<file path="config.mk">
export PLATFORM = sky130hd
export DESIGN_NAME = touch_adc_spi_frame_sampler_core
export DESIGN_NICKNAME = d
export VERILOG_FILES = /design/src/rtl/tafs_pkg.sv /design/src/rtl/touch_adc_spi_frame_sampler_core.sv /design/src/rtl/tafs_frame_engine.sv
export VERILOG_INCLUDE_DIRS = /design/src /design/src/rtl
export SDC_FILE = /design/constraint.sdc
export NUM_CORES = 1
export LEC_CHECK = 0
export BUFFER_PORTS_ARGS = -buffer_cell sky130_fd_sc_hd__buf_4
export CORE_AREA = 4 4 126 98
export CTS_BUF_LIST = sky130_fd_sc_hd__clkbuf_2
export DETAILED_ROUTE_END_ITERATION = 10
export DIE_AREA = 0 0 130 102
export HOLD_SLACK_MARGIN = 0.08
export PLACE_DENSITY = 0.77
export REMOVE_ABC_BUFFERS = 1
export SETUP_SLACK_MARGIN = 0.4
export SKIP_LAST_GASP = 1
export SLEW_MARGIN = 40
export SYNTH_ARGS = -nofsm -noshare
export SYNTH_HDL_FRONTEND = slang
export SYNTH_HIERARCHICAL = 1
export SYNTH_SLANG_ARGS = --single-unit
</file>
<file path="constraint.sdc">
create_clock -name clk -period 6.15 [get_ports clk]
set_input_delay 0.9225 -clock clk [delete_from_list [all_inputs] [get_ports clk]]
set_output_delay 0.9225 -clock clk [all_outputs]
set_load 0.02 [all_outputs]
</file>
<file path="src/rtl/touch_adc_spi_frame_sampler_core_defines.svh">
// assertion macros for the touch converter frame sampler rtl
`ifndef TOUCH_ADC_SPI_FRAME_SAMPLER_CORE_DEFINES_SVH
`define TOUCH_ADC_SPI_FRAME_SAMPLER_CORE_DEFINES_SVH

// property that must hold at every clock edge out of reset
`define TAFS_ASSERT_ALWAYS(label, clk, rst_n, prop, msg) \
	label: assert property (@(posedge clk) disable iff (!rst_n) (prop)) else $error(msg);

// condition in a cycle implies a consequence in the same cycle
`define TAFS_ASSERT_IMPLIES(label, clk, rst_n, ante, cons, msg) \
	label: assert property (@(posedge clk) disable iff (!rst_n) (ante) |-> (cons)) \
		else $error(msg);

`endif

</file>
<file path="src/rtl/tafs_pkg.sv">
// types, constants and control byte builder for the touch converter frame sampler
`timescale 1ns / 1ps

package tafs_pkg;

	// configuration register indexes
	typedef enum logic [2:0] {
		REG_ACQUIRE_ENABLE   = 3'd0,
		REG_CHANNEL_CODE     = 3'd1,
		REG_EIGHT_BIT_MODE   = 3'd2,
		REG_SINGLE_ENDED     = 3'd3,
		REG_POWER_MODE       = 3'd4,
		REG_CHANGE_THRESHOLD = 3'd5
	} cfg_reg_t;

	// input item operations
	typedef enum logic {
		OP_TICK = 1'b0,
		OP_READ = 1'b1
	} op_t;

	// channel selections
	typedef enum logic [1:0] {
		CH_A      = 2'd0,
		CH_B      = 2'd1,
		CH_C      = 2'd2,
		CH_UNUSED = 2'd3
	} chan_t;

	localparam logic [7:0]  CTRL_CH_A      = 8'hA0;
	localparam logic [7:0]  CTRL_CH_B      = 8'hD0;
	localparam logic [7:0]  CTRL_CH_C      = 8'h90;
	localparam logic [7:0]  CTRL_EIGHT_BIT = 8'h08;
	localparam logic [7:0]  CTRL_SINGLE    = 8'h04;
	localparam int unsigned CTRL_TICKS     = 8;
	localparam int unsigned FRAME_TICKS    = 24;
	localparam int unsigned WORD_W         = 16;
	localparam int unsigned SAMPLE_W       = 12;
	localparam int unsigned TICK_W         = 5;
	localparam logic [15:0] THRESH_RESET   = 16'd2;

	// live configuration
	typedef struct packed {
		logic        acquire_enable;
		logic [1:0]  channel_code;
		logic        eight_bit_mode;
		logic        single_ended;
		logic [1:0]  power_mode;
		logic [15:0] change_threshold;
	} cfg_t;

	// one result beat
	typedef struct packed {
		logic                serial_out;
		logic                clock_pulse;
		logic                chip_select_n;
		logic [SAMPLE_W-1:0] sample;
		logic                changed;
	} result_t;

	// control byte shifted out on the first eight ticks of a frame
	function automatic logic [7:0] build_ctrl_byte(input cfg_t cfg);
		logic [7:0] c;
		case (chan_t'(cfg.channel_code))
			CH_A:    c = CTRL_CH_A;
			CH_B:    c = CTRL_CH_B;
			CH_C:    c = CTRL_CH_C;
			default: c = 8'h00;
		endcase
		if (cfg.eight_bit_mode) c = c | CTRL_EIGHT_BIT;
		if (cfg.single_ended)   c = c | CTRL_SINGLE;
		c = c | {6'd0, cfg.power_mode};
		return c;
	endfunction

endpackage

</file>
<file path="src/rtl/touch_adc_spi_frame_sampler_core.sv">
// top level of the touch converter frame sampler: config registers and result register
`timescale 1ns / 1ps

// Serial master for a touch or sense converter, stepped one beat at a time. A tick beat
// advances a 24-tick frame while acquire_enable is set: ticks 1 to 8 shift out the control
// byte msb first, then RX_BITS bits are clocked in msb first and the finished word is kept,
// with the changed flag set, when it differs from the last kept word by more than
// change_threshold. A read beat returns the upper 12 bits of the receive word and the flag,
// and clears the flag. Every beat gives one result beat. The frame update and the 16-bit
// difference compare sit between the frame state registers and the result register, so a new
// beat is taken every cycle while the result register is free or being drained. Configuration
// is written through cfg_valid/cfg_ready, always ready, and is meant to change only while no
// beat is in flight.
module touch_adc_spi_frame_sampler_core import tafs_pkg::*; #(
	parameter int unsigned RX_BITS = 16
) (
	input  logic                clk,
	input  logic                arst_n,
	// configuration writes
	input  logic                cfg_valid,
	output logic                cfg_ready,
	input  logic [2:0]          cfg_index,
	input  logic [15:0]         cfg_data,
	// input beats
	input  logic                in_valid,
	output logic                in_stall,
	input  logic                opcode,
	input  logic                serial_in,
	// result beats
	output logic                out_valid,
	input  logic                out_stall,
	output logic                serial_out,
	output logic                clock_pulse,
	output logic                chip_select_n,
	output logic [SAMPLE_W-1:0] sample,
	output logic                changed
);

	cfg_t    cfg_q;
	logic    in_accept;
	result_t result;
	result_t result_q;
	logic    out_valid_q;

	assign cfg_ready = 1'b1;

	// configuration registers
	always_ff @(posedge clk or negedge arst_n) begin
		if (!arst_n) begin
			cfg_q.acquire_enable   <= 1'b0;
			cfg_q.channel_code     <= 2'd0;
			cfg_q.eight_bit_mode   <= 1'b0;
			cfg_q.single_ended     <= 1'b0;
			cfg_q.power_mode       <= 2'd0;
			cfg_q.change_threshold <= THRESH_RESET;
		end else if (cfg_valid && cfg_ready) begin
			case (cfg_reg_t'(cfg_index))
				REG_ACQUIRE_ENABLE:   cfg_q.acquire_enable   <= cfg_data[0];
				REG_CHANNEL_CODE:     cfg_q.channel_code     <= cfg_data[1:0];
				REG_EIGHT_BIT_MODE:   cfg_q.eight_bit_mode   <= cfg_data[0];
				REG_SINGLE_ENDED:     cfg_q.single_ended     <= cfg_data[0];
				REG_POWER_MODE:       cfg_q.power_mode       <= cfg_data[1:0];
				REG_CHANGE_THRESHOLD: cfg_q.change_threshold <= cfg_data;
				default: ;
			endcase
		end
	end

	// take a beat whenever the result register is empty or draining
	assign in_stall  = out_valid_q && out_stall;
	assign in_accept = in_valid && !in_stall;

	tafs_frame_engine #(
		.RX_BITS(RX_BITS)
	) u_engine (
		.clk      (clk),
		.arst_n   (arst_n),
		.go       (in_accept),
		.op       (op_t'(opcode)),
		.serial_in(serial_in),
		.cfg      (cfg_q),
		.result   (result)
	);

	// result register valid
	always_ff @(posedge clk or negedge arst_n) begin
		if (!arst_n) begin
			out_valid_q <= 1'b0;
		end else if (in_accept) begin
			out_valid_q <= 1'b1;
		end else if (!out_stall) begin
			out_valid_q <= 1'b0;
		end
	end

	// result register payload
	always_ff @(posedge clk) begin
		if (in_accept) begin
			result_q <= result;
		end
	end

	assign out_valid     = out_valid_q;
	assign serial_out    = result_q.serial_out;
	assign clock_pulse   = result_q.clock_pulse;
	assign chip_select_n = result_q.chip_select_n;
	assign sample        = result_q.sample;
	assign changed       = result_q.changed;

endmodule

</file>
<file path="src/rtl/tafs_frame_engine.sv">
// frame state, serial shift and change detection for one tick or read per cycle
`timescale 1ns / 1ps
`include "touch_adc_spi_frame_sampler_core_defines.svh"

module tafs_frame_engine import tafs_pkg::*; #(
	parameter int unsigned RX_BITS = 16
) (
	input  logic    clk,
	input  logic    arst_n,
	input  logic    go,
	input  op_t     op,
	input  logic    serial_in,
	input  cfg_t    cfg,
	output result_t result
);

	localparam int unsigned BL_W    = $clog2(RX_BITS + 1);
	localparam int unsigned POS_OFS = WORD_W - RX_BITS;

	logic [TICK_W-1:0] tick_count_q;
	logic              receiving_q;
	logic [BL_W-1:0]   bits_left_q;
	logic [WORD_W-1:0] receive_word_q;
	logic [WORD_W-1:0] accepted_word_q;
	logic              change_flag_q;
	logic              last_out_bit_q;

	logic              tick_go;
	logic              read_go;
	logic [TICK_W-1:0] tick_inc;
	logic [TICK_W-1:0] tick_next;
	logic              in_ctrl;
	logic [2:0]        ctrl_idx;
	logic [7:0]        ctrl_byte;
	logic              start_rx;
	logic              rx_active;
	logic [BL_W-1:0]   bl_norm;
	logic [BL_W-1:0]   bl_dec;
	logic [3:0]        bit_pos;
	logic [WORD_W-1:0] word_base;
	logic [WORD_W-1:0] word_new;
	logic              rx_done;
	logic [WORD_W:0]   diff_ab;
	logic [WORD_W:0]   diff_ba;
	logic [WORD_W-1:0] abs_diff;
	logic              keep_word;
	logic              out_bit;

	assign tick_go = go && (op == OP_TICK) && cfg.acquire_enable;
	assign read_go = go && (op == OP_READ);

	// tick position inside the frame
	assign tick_inc  = tick_count_q + TICK_W'(1);
	assign tick_next = (tick_inc >= TICK_W'(FRAME_TICKS)) ? '0 : tick_inc;

	// control byte, msb first on ticks one to eight
	assign ctrl_byte = build_ctrl_byte(cfg);
	assign in_ctrl   = (tick_inc >= TICK_W'(1)) && (tick_inc <= TICK_W'(CTRL_TICKS));
	assign ctrl_idx  = 3'(TICK_W'(CTRL_TICKS) - tick_inc);
	assign out_bit   = (tick_go && in_ctrl) ? ctrl_byte[ctrl_idx] : last_out_bit_q;

	// receive shift, msb first from tick nine
	assign start_rx  = (tick_inc == TICK_W'(CTRL_TICKS + 1));
	assign rx_active = receiving_q || start_rx;
	assign bl_norm   = ((bits_left_q == '0) || (bits_left_q > BL_W'(RX_BITS))) ?
		BL_W'(RX_BITS) : bits_left_q;
	assign bl_dec    = bl_norm - BL_W'(1);
	assign bit_pos   = 4'(bl_dec + BL_W'(POS_OFS));
	assign word_base = start_rx ? '0 : receive_word_q;
	assign word_new  = rx_active ? (word_base | (WORD_W'(serial_in) << bit_pos)) : word_base;
	assign rx_done   = rx_active && (bl_dec == '0);

	// absolute difference against the last kept word
	assign diff_ab   = {1'b0, word_new} - {1'b0, accepted_word_q};
	assign diff_ba   = {1'b0, accepted_word_q} - {1'b0, word_new};
	assign abs_diff  = diff_ab[WORD_W] ? diff_ba[WORD_W-1:0] : diff_ab[WORD_W-1:0];
	assign keep_word = tick_go && rx_done && (abs_diff > cfg.change_threshold);

	// frame state registers
	always_ff @(posedge clk or negedge arst_n) begin
		if (!arst_n) begin
			tick_count_q    <= '0;
			receiving_q     <= 1'b0;
			bits_left_q     <= BL_W'(RX_BITS);
			receive_word_q  <= '0;
			accepted_word_q <= '0;
			change_flag_q   <= 1'b0;
			last_out_bit_q  <= 1'b0;
		end else if (read_go) begin
			change_flag_q <= 1'b0;
		end else if (tick_go) begin
			tick_count_q   <= tick_next;
			last_out_bit_q <= out_bit;
			receive_word_q <= word_new;
			if (rx_active) begin
				receiving_q <= !rx_done;
				bits_left_q <= rx_done ? BL_W'(RX_BITS) : bl_dec;
			end
			if (keep_word) begin
				accepted_word_q <= word_new;
				change_flag_q   <= 1'b1;
			end
		end
	end

	// result of this beat
	always_comb begin
		result.serial_out    = tick_go ? out_bit : last_out_bit_q;
		result.clock_pulse   = tick_go && (in_ctrl || rx_active);
		result.chip_select_n = !cfg.acquire_enable;
		result.sample        = tick_go ? word_new[WORD_W-1 -: SAMPLE_W] :
			receive_word_q[WORD_W-1 -: SAMPLE_W];
		result.changed       = read_go ? change_flag_q : 1'b0;
	end

	`TAFS_ASSERT_ALWAYS(a_tick_in_frame, clk, arst_n, tick_count_q < TICK_W'(FRAME_TICKS), "tick count left the frame")
	`TAFS_ASSERT_ALWAYS(a_bits_left_range, clk, arst_n, (bits_left_q != '0) && (bits_left_q <= BL_W'(RX_BITS)), "bits left out of range")
	`TAFS_ASSERT_IMPLIES(a_rx_window, clk, arst_n, receiving_q, (tick_count_q > TICK_W'(CTRL_TICKS)) && (tick_count_q < TICK_W'(CTRL_TICKS + RX_BITS)), "receiving outside the data window")
	`TAFS_ASSERT_IMPLIES(a_flag_set_by_tick, clk, arst_n, $rose(change_flag_q), $past(tick_go), "change flag set without a tick")

endmodule
</file>
Yosys cells after proc, flatten, opt, wreduce, memory -nomap -nowiden

Cells that the tools add are included.
Widths: inputs -> output; s select.

$add $sub $neg: 5
$mul: 0
Div/mod/pow operators: 0
Magnitude comparators: 6
Eq/ne operators: 9
Shifts and indexed selects: 1
Multiplexer cells: 19
Bitwise logic cells: 4
Reduce and logical (&&, ||, !) cells: 33

Operators by type and width:

| cell                | count |
|---|---|
| $mux 16             | 3 |
| $pmux 8 s3          | 1 |
| $sub 16x16->17      | 1 |
| $gt 16x16->1        | 1 |
| $or 16x16->16       | 1 |
| $reduce_and 2->1    | 8 |
| $shl 1x4->16        | 1 |
| $sub 16x16->16      | 1 |
| $mux 5              | 3 |
| $mux 12             | 1 |
| $logic_and 1x1->1   | 11 |
| $logic_not 5->1     | 2 |
| $mux 1              | 8 |
| $or 8x2->8          | 1 |
| $eq 3x2->1 const B  | 2 |
| $eq 3x3->1 const B  | 2 |
| $reduce_and 3->1    | 2 |
| $add 5x1->5 const B | 1 |
| $eq 5x4->1 const B  | 1 |
| $ge 5x1->1 const B  | 1 |
| $ge 5x5->1 const B  | 1 |
| $gt 5x5->1 const B  | 1 |
| $le 5x4->1 const B  | 1 |
| $sub 5x1->5 const B | 1 |
| 15 further kinds    | 21 |

Bits in registers: 85
Latch bits: 0
Bits in writable memories: 0
Memory bits (read-only): 0
Bits of input ports: 26
Logic and storage cells: 96
Memories kept: 0

Logic depth before layout (Yosys ltp)

Gate-level depths: netlist of run 1.

Depth after elaboration: 14
Mapped depth: 32
Depth with buffers taken out: 26

By module

The synthesis of run 1 kept the hierarchy.

By module, submodules not included:

| module                           | instances | cells an instance | area each (µm²) | seq. area each (µm²) |
|---|---|---|---|---|
| tafs_frame_engine                | 1         | 575               | 4,683.2         | 1,127.3 |
| touch_adc_spi_frame_sampler_core | 1         | 75                | 1,498.9         | 1,082.3 |

Worst setup path after synthesis of run 1

OpenSTA, ideal clock, no wires.

Path type: flip-flop to flip-flop
Start: register u_engine.bits_left_q[2]
End: register u_engine.accepted_word_q[10]
Library setup time: 0.125 ns
Data arrival time: 6.074 ns
Required time: 6.025 ns
Slack: -0.049 ns
Cell stages (with the launch flop): 31
Cell sequence: dfrtp_1 > buf_6 > nor3_1 > nand2_1 > ha_1 > clkbuf_1 > nor2b_1 > inv_1 > ha_1 > buf_2 > nor2_1 > a32oi_1 > or3_1 > o21ai_0 > inv_1 > fa_1 > nor2b_1 > o31a_1 > o211ai_1 > nand2_1 > mux2i_1 > xnor2_1 > ha_1 > a21o_1 > a21o_1 > a21o_1 > a211oi_1 > a211o_1 > buf_6 > buf_12 > mux2_4

Cells in the longest elaborated chain, start to end: 12

Ends and longest elaborated chain:

| element                                          | RTL line                                         | source |
|---|---|---|
| from (decl)                                      | tafs_frame_engine.sv:22                          | `logic [BL_W-1:0] bits_left_q;` |
| from (signal assigned)                           | tafs_frame_engine.sv:84                          | `bits_left_q <= BL_W'(RX_BITS);` |
| from (signal assigned)                           | tafs_frame_engine.sv:97                          | `bits_left_q <= rx_done ? BL_W'(RX_BITS) : bl_dec;` |
| $gt 5x5->1 or $logic_not 5->1 (tied branches)    | tafs_frame_engine.sv:65                          | `assign bl_norm = ((bits_left_q == '0) \|\| (bits_left_q > BL_W'(RX_BITS))) ?` |
| $logic_or 1x1->1                                 | tafs_frame_engine.sv:65                          |  |
| $mux 5 (*)                                       | tafs_frame_engine.sv:65                          |  |
| $sub 5x1->5 (*)                                  | tafs_frame_engine.sv:67                          | `assign bl_dec = bl_norm - BL_W'(1);` |
| $shl 1x4->16 (*)                                 | tafs_frame_engine.sv:70                          | `assign word_new = rx_active ? (word_base \| (WORD_W'(serial_in) << bit_pos)) : word_base;` |
| $or 16x16->16 (*)                                | tafs_frame_engine.sv:70                          |  |
| $mux 16 (*)                                      | tafs_frame_engine.sv:70                          |  |
| named net u_engine.word_new[1]                   | tafs_frame_engine.sv:41                          | `logic [WORD_W-1:0] word_new;` |
| $sub 16x16->17 or $sub 16x16->16 (tied branches) | tafs_frame_engine.sv:74, tafs_frame_engine.sv:75 |  |
| $mux 16 (*)                                      | tafs_frame_engine.sv:76                          | `assign abs_diff = diff_ab[WORD_W] ? diff_ba[WORD_W-1:0] : diff_ab[WORD_W-1:0];` |
| $gt 16x16->1 (*)                                 | tafs_frame_engine.sv:77                          | `assign keep_word = tick_go && rx_done && (abs_diff > cfg.change_threshold);` |
| $logic_and 1x1->1 (*)                            | tafs_frame_engine.sv:77                          |  |
| $reduce_and 3->1 (no line) (*)                   | -                                                |  |
| to (signal assigned)                             | tafs_frame_engine.sv:100                         | `accepted_word_q <= word_new;` |
| to (decl)                                        | tafs_frame_engine.sv:24                          | `logic [WORD_W-1:0] accepted_word_q;` |

Mark *: on every way through the listed nets, which the timed path passes. The rest lies on a longest branch.
A chain may end at the register's enable or synchronous reset.

Worst setup path in the final report of run 1

Start: register u_engine.bits_left_q[0]
End: register u_engine.accepted_word_q[0]

The elaborated chain is that of the path after synthesis.

==> out/qor.yml, run 1 <==
outcome:
  status: "completed"
detailed_routing:
  drt_drc_violations_left: 0
  drtIter0Drc: 442
  postRouteAntennaNets: 0
  viasPerCell: 6.02
  num_vias: 5602
  drtPass1Iterations: 5
  wl_per_cell_um: 19.1
  drt-total-wl_um: 17700
pwr:
  p_total_mw: 3.80
  p_leak_nw: 3.73
  irDropWorstVdd_mv: 0.301
  power.density_nw_per_um2: 474
worst_setup_path:
  r2r_cells: 28
  cp_common_cell: "buf_4"
  slowest_delay_ns: 0.44
  worstSetupPathType: "flop to flop"
  crit_path_max_fanout: 8
  rrSetupSlack_ns: 0.28
  critPathSlowestCell: "dfrtp_1"
  crit_required_ns: 6.63
  worstSetupStartpointType: "flop"
  critPathArrivalTime_ns: 6.35
  critPathCaptureType: "flop"
  rr_endpoint: "u_engine/accepted_word_q[0]$_DFFE_PN0P_"
  crit-reg2reg-launch: "u_engine/bits_left_q[0]$_DFFE_PN0P_"
floorplanning:
  die_h_um: 102
  die-area_um2: 13300
  std_cell_rows: 34
  initial_core_util_pct: 55.0
  die_w_um: 130
  core-area_um2: 11200
  pin_count: 45
clocking:
  clock_latency_ns: 0.58
  cts_buffers: 9
  hold_buffers: 0
  ctsLongestPathBuffers: 2
  htreeDepth: 3
  cts_tree: "built"
  numClockSinks: 85
  clockRootBuffer: "clkbuf_2"
  path_clk_slew_ns: 0.25
global_route:
  grt_pass1_vias: 5700
  grt_pass1_wl_um: 28100
  grt_overflow: 0
  globalRouteTotalUtil_pct: 26.8
  grt_max_degree: 70
  antenna_found_initial: 0
sta:
  period_minus_slack_ns: 5.87
  fin_crit_sh_pct: 95.4
  tightestPinTransition_ns: 0.661
  finalHoldViolCount: 0
  fmax_ghz: 0.170
  drv_slew: 0
  slew_headroom_pct: 55.9
  rsz0062_at_grt: "yes"
  fin_worst_skew_ns: 0.0295
  setup_viol: 0
finish:
  syn2layout_area_growth_pct: 29.7
  final_util_pct: 71.4
  drive_above_1_share_pct: 38.5
  nets: 862
  antenna_cells: 0
placement:
  numPortBuffers: 43
  place_hpwl_um: 11500
  gp_congestion: 0.974
synthesis:
  synth_top_flop_cell: "dfrtp_1"
  synth_cell_types: 69
  syn_area_per_cell_um2: 9.51
  synth-async-reset-ratio_pct: 81.2
  ys_seq_area_share_pct: 35.7
  syn_area_um2: 6180
  synth_edf_count: 16
  synthCells: 650
  ys_warn_count: 6
  ys_ff_latch: 85
run:
  max-cap-violations: 0
hold_path:
  hold_class: "primary input to asynchronous set/reset pin"
[synth_stat cells, types with 3 or more instances]
master | number | area [µm²]
o21ai_0 | 71 | 355
inv_1 | 69 | 259
dfrtp_1 | 67 | 1680
nand2_1 | 62 | 233
ha_1 | 53 | 663
a21oi_1 | 38 | 190
mux2_2 | 23 | 259
mux2_4 | 19 | 285
nor2_1 | 19 | 71.3
edfxtp_1 | 16 | 480
xnor2_1 | 13 | 114
buf_2 | 11 | 55.1
nand3_1 | 11 | 55.1
o21a_1 | 10 | 75.1
nor2b_1 | 9 | 56.3
or3_1 | 9 | 56.3
a21o_1 | 8 | 60.1
clkbuf_1 | 8 | 30.0
o211ai_1 | 8 | 60.1
o31ai_1 | 7 | 52.6
xor2_1 | 7 | 61.3
nand2b_1 | 6 | 37.5
nand4_1 | 6 | 37.5
nor3_1 | 6 | 30.0
and2_1 | 5 | 31.3
mux2i_1 | 5 | 50.1
o31a_1 | 5 | 43.8
a211oi_1 | 4 | 30.0
a32oi_1 | 4 | 35.0
buf_6 | 4 | 45.0
o21ai_1 | 4 | 20.0
a211o_1 | 3 | 26.3
and3_1 | 3 | 18.8
and4bb_2 | 3 | 37.5
buf_4 | 3 | 22.5
nor4b_1 | 3 | 26.3
o211a_1 | 3 | 30.0
o221ai_1 | 3 | 26.3
or2_2 | 3 | 18.8
[metal layers]
layer  GRT usage (%)  wire [µm]  up-vias
met5               0          0        -
met4            9.19        423        0
met3            5.90       1200       42
met2            44.8       8690      260
met1            34.8       7440     2715
li1                -          -     2585
[worst max-delay path by stage]
| stage | from | to | slack (ns) |
|---|---|---|---|
| finish | u_engine/bits_left_q[0]$_DFFE_PN0P_ | u_engine/accepted_word_q[0]$_DFFE_PN0P_ | 0.28 |
| global placement | u_engine/bits_left_q[0]$_DFFE_PN0P_ | u_engine/accepted_word_q[15]$_DFFE_PN0P_ | 0.04 |
| detailed placement | u_engine/bits_left_q[0]$_DFFE_PN0P_ | u_engine/accepted_word_q[4]$_DFFE_PN0P_ | -0.15 |
| global route | u_engine/bits_left_q[0]$_DFFE_PN0P_ | u_engine/accepted_word_q[11]$_DFFE_PN0P_ | 0.14 |
| floorplan | u_engine/bits_left_q[0]$_DFFE_PN0P_ | u_engine/accepted_word_q[0]$_DFFE_PN0P_ | -0.19 |
| CTS | u_engine/bits_left_q[1]$_DFFE_PN0P_ | u_engine/accepted_word_q[13]$_DFFE_PN0P_ | 0.38 |
[cell type report]
type	count	area (µm²)
fill	824	3210
timing repair buffer	146	1210
inverter	69	262
tap	144	180
sequential	85	2210
multi-input combinational	470	4070
clock inverter	4	26.3
clock buffer	12	60.1
[what timing repair did]
action                                  4_1_cts  5_1_grt
setup buffers                                38       15
endpoints found under the setup margin       17       17
gates cloned                                  3        0
resized for setup                            89       45
pin swaps                                    42       34
[cells by family after synthesis]
| group | synth area share [%] |
|---|---|
| simple gates | 13.3 |
| compound gates | 19.3 |
| fa+ha+maj | 11.4 |
| buf+inv | 6.98 |
| mux | 10.4 |
| other cells | 0.0607 |
| flops | 35.7 |
| xor+xnor | 2.83 |
[critical path, delay by kind of cell (launching register included)]
| kind | cells | cell delay, ns |
|---|---|---|
| compound gates | 7 | 1.29 |
| mux | 1 | 0.33 |
| simple gates | 7 | 1.19 |
| buf+inv | 9 | 1.32 |
| fa+ha+maj | 4 | 1.20 |
| flops | 1 | 0.44 |
[cells in the final DEF, fill, tap and decap left out, drive strengths merged, types with 4 or more instances in the layout]
master,count
buf,146
o21ai,75
inv,69
dfrtp,67
nand2,62
ha,53
mux2,42
a21oi,39
nor2,20
edfxtp,16
xnor2,13
clkbuf,12
nand3,12
o211ai,11
o21a,10
nor2b,9
or3,9
a21o,8
nor3,8
xor2,7
o31ai,7
nand4,6
nand2b,6
and2,5
o31a,5
mux2i,5
clkinv,4
a32oi,4
a211oi,4
[sequential cells by signal (all words and copies together) (netlist names)]
name / count
cfg_q: 23
changed: 1
chip_select_n: 1
clock_pulse: 1
out_valid: 1
sample: 12
serial_out: 1
u_engine/accepted_word_q: 16
u_engine/bits_left_q: 5
u_engine/change_flag_q: 1
u_engine/last_out_bit_q: 1
u_engine/receive_word_q: 16
u_engine/receiving_q: 1
u_engine/tick_count_q: 5
[report_power, final]
group / total, mW / internal [mW] / switching, mW
Sequential: 0.741 / 0.672 / 0.0686
Combinational: 2.80 / 1.37 / 1.43
Clock: 0.257 / 0.0581 / 0.199
Total: 3.80 / 2.10 / 1.70
[per-stage QoR]
step / hold WS (ns) / cell area, µm² / std cells / TNS [ns] / worst slack (ns)
2_1_floorplan: 0.450 / 6010 / 623 / -2.61 / -0.193
3_3_place_gp: 0.463 / 6890 / 858 / 0 / 0.0445
3_5_place_dp: 0.478 / 6900 / 858 / -1.96 / -0.149
4_1_cts: 0.321 / 7710 / 915 / 0 / 0.383
5_1_grt: 0.331 / 8020 / 930 / 0 / 0.138
6_report: 0.305 / 8020 / 930 / 0 / 0.282
No activity file was read; power rests on OpenSTA's default activity.
==> run 2: changes to the inputs <==
PLACE_DENSITY = 0.8   (was 0.77)
==> run 2 against run 1 <==
  * Count of clock-buffer cells in the layout is 3 lower
  * Total power fell by 5.3%
  * Critical path depth fell by 2
  * Non-clock buffer count is 18 lower
  * Worst hold slack got worse by 0.013 ns
  * Sequential power decreased by 0.5%
  * Flip-flop and latch count unchanged
==> out/qor.yml, run 2 (same netlist as run 1, synthesis figures left out) <==
outcome:
  status: "completed"  # unchanged
finish:
  nets: 843  # was 862
  top_regs: "cfg_q: 23 flops, u_engine/accepted_word_q: 16 flops, u_engine/receive_word_q: 16 flops"  # unchanged
  syn2layout_area_growth_pct: 27.3  # was 29.7%
  most-common-layout-cells: "119 x buf_4, 67 x dfrtp_1, 64 x inv_1, 59 x nand2_1, 50 x o21ai_0"  # was 131 x buf_4, 67 x dfrtp_1, 63 x inv_1, 60 x nand2_1, 50 x o21ai_0
  final_util_pct: 70.1  # was 71.4%
  fin_cells: 911  # was 930
  antenna_cells: 0  # unchanged
  drive_above_1_share_pct: 36.5  # was 38.5%
  largest_reg_flops: 23  # unchanged
  top_register: "cfg_q"  # unchanged
  final_common_cell: "buf_4"  # unchanged
floorplanning:
  core-area_um2: 11200  # unchanged
  initial_core_util_pct: 55.0  # unchanged
  die-area_um2: 13300  # unchanged
  pin_count: 45  # unchanged
  die_w_um: 130  # unchanged
  std_cell_rows: 34  # unchanged
  die_h_um: 102  # unchanged
clocking:
  htreeDepth: 3  # unchanged
  cts_tree: "built"  # unchanged
  numClockSinks: 85  # unchanged
  clockRootBuffer: "clkbuf_2"  # unchanged
  hold_buffers: 0  # unchanged
  clock_latency_ns: 0.59  # was 0.58 ns
  ctsLongestPathBuffers: 2  # unchanged
  path_clk_slew_ns: 0.27  # was 0.25 ns
  cts_buffers: 9  # unchanged
global_route:
  grt_max_degree: 70  # unchanged
  antenna_found_initial: 0  # unchanged
  grt_pass1_vias: 5222  # was 5,700
  grt_overflow: 0  # unchanged
  globalRouteTotalUtil_pct: 24.4  # was 26.8%
  grt_pass1_wl_um: 25600  # was 28,100 µm
sta:
  fmax_ghz: 0.171  # was 0.170 GHz
  tightestPinTransition_ns: 0.641  # was 0.661 ns
  drv_slew: 0  # unchanged
  setup_viol: 0  # unchanged
  period_minus_slack_ns: 5.84  # was 5.87 ns
  rsz0062_at_grt: "yes"  # unchanged
  fin_worst_skew_ns: 0.0325  # was 0.0295 ns
  hold-worst-slack_ns: 0.292  # was 0.305 ns
  slew_headroom_pct: 57.3  # was 55.9%
  fin_crit_sh_pct: 95.0  # was 95.4%
  finalHoldViolCount: 0  # unchanged
  layout_setup_ws_ns: 0.310  # was 0.282 ns
worst_setup_path:
  startpoint: "u_engine/bits_left_q[0]$_DFFE_PN0P_"  # unchanged
  worstSetupPathType: "flop to flop"  # unchanged
  crit_required_ns: 6.64  # was 6.63 ns
  crit_path_max_fanout: 6  # was 8
  critPathArrivalTime_ns: 6.33  # was 6.35 ns
  critPathCaptureType: "flop"  # unchanged
  crit-reg2reg-launch: "u_engine/bits_left_q[0]$_DFFE_PN0P_"  # unchanged
  worstSetupStartpointType: "flop"  # unchanged
detailed_routing:
  drtPass1Iterations: 5  # unchanged
  viasPerCell: 5.97  # was 6.02
  drt-total-wl_um: 16700  # was 17,700 µm
  postRouteAntennaNets: 0  # unchanged
  num_vias: 5440  # was 5,602
  drtIter0Drc: 432  # was 442
  drt_drc_violations_left: 0  # unchanged
  wl_per_cell_um: 18.4  # was 19.1 µm
placement:
  place_hpwl_um: 11600  # was 11,500 µm
  place_ws_ns: -0.213  # was -0.149 ns
  gp_congestion: 0.907  # was 0.974
  dp.cells: 870  # was 858
  numPortBuffers: 43  # unchanged
pwr:
  seqPwrFrac_pct: 20.5  # was 19.5%
  combPwrFrac_pct: 72.0  # was 73.7%
  irDropWorstVdd_mv: 0.286  # was 0.301 mV
  p_sw_share_pct: 45.1  # was 44.7%
  power.density_nw_per_um2: 457  # was 474 nW/µm²
  p_switching_mw: 1.62  # was 1.70 mW
  p_leak_nw: 3.63  # was 3.73 nW
  pwr-share-clk_pct: 7.5  # was 6.8%
  p_int_mw: 1.98  # was 2.10 mW
hold_path:
  hold_class: "primary input to asynchronous set/reset pin"  # unchanged
run:
  max-cap-violations: 0  # unchanged
==> run 2: cell types whose count changed in the layout (fill, tap and decap cells not counted), sizes merged <==
cell / change
clkinvlp: +2
clkbuf: -2
clkinv: -1
inv: +2
o211ai: -1
buf: -19
==> run 2: layout make-up <==
type	count	area, µm²
fillers	852	3360
repair buffers	128	1050
multi-input cells	469	4070
flip-flops and latches	85	2210
clock buffers	9	45.0
inverters	69	259
well taps	144	180
clock inverters	7	50.0
==> run 2: power groups by stage <==
stage                     combinational, mW  clock (mW)  sequential [mW]
final                                  2.59       0.269            0.737
after global routing                   2.78       0.304            0.751
after CTS                              2.07       0.278            0.736
after detailed placement               1.88           0            0.745
after global placement                 1.83           0            0.739
after floorplan                        1.22           0            0.761
==> run 2: stage by stage <==
step / TNS, ns / instance area (µm²) / power [mW]
after detailed placement: -2.89 / 6980 / 2.62
after floorplan: -2.61 / 6010 / 1.98
after global placement: 0 / 6980 / 2.57
after CTS: 0 / 7280 / 3.09
after global routing: 0 / 7870 / 3.83
final: 0 / 7870 / 3.60
==> run 2: worst paths after layout <==
check,cells past startpoint,slack [ns],to
worst max-delay path,26,0.31,u_engine/accepted_word_q[0]$_DFFE_PN0P_
worst min-delay path,1,0.29,u_engine/receive_word_q[14]$_DFFE_PN0P_
worst max register to register,26,0.31,u_engine/accepted_word_q[0]$_DFFE_PN0P_
worst min register to register,1,0.53,cfg_q[19]$_DFFE_PN0P_
max in group asynchronous,1,5.40,u_engine/receive_word_q[2]$_DFFE_PN0P_
min in group clk,2,0.50,out_valid$_DFFE_PN0P_
==> run 2: what timing repair did <==
item                                   in CTS  in global routing
pin swaps                                   8                 43
gates cloned                                1                  1
setup buffers                               2                 21
endpoints found under the hold margin       0                  0
setup endpoints to repair                  17                 17
resized for setup                          52                 76
==> run 2: per-layer routing <==
| layer | wire length, µm | up-vias | GRT usage (%) |
|---|---|---|---|
| met5 | 0 | - | 0 |
| met4 | 248 | 0 | 6.87 |
| met3 | 848 | 26 | 4.08 |
| met2 | 8370 | 188 | 40.9 |
| met1 | 7270 | 2675 | 32.9 |
| li1 | - | 2551 | - |
==> run 2: critical path: stages, from the launching register on <==
cell       delay [ns]
dfrtp_1          0.44
nor3_2           0.22
nand2_1          0.12
ha_4             0.28
nor2b_4          0.15
inv_2            0.07
ha_4             0.19
buf_4            0.15
xnor2_2          0.15
or3_4            0.42
o21ai_2          0.16
buf_4            0.14
inv_1            0.04
ha_1             0.23
a2111o_1         0.38
o211ai_1         0.29
nand4_1          0.22
a32oi_2          0.28
xnor2_1          0.11
ha_1             0.30
and4_4           0.24
nand2_2          0.08
a21oi_2          0.15
a211oi_2         0.07
a211o_4          0.41
clkbuf_16        0.19
mux2_4           0.30
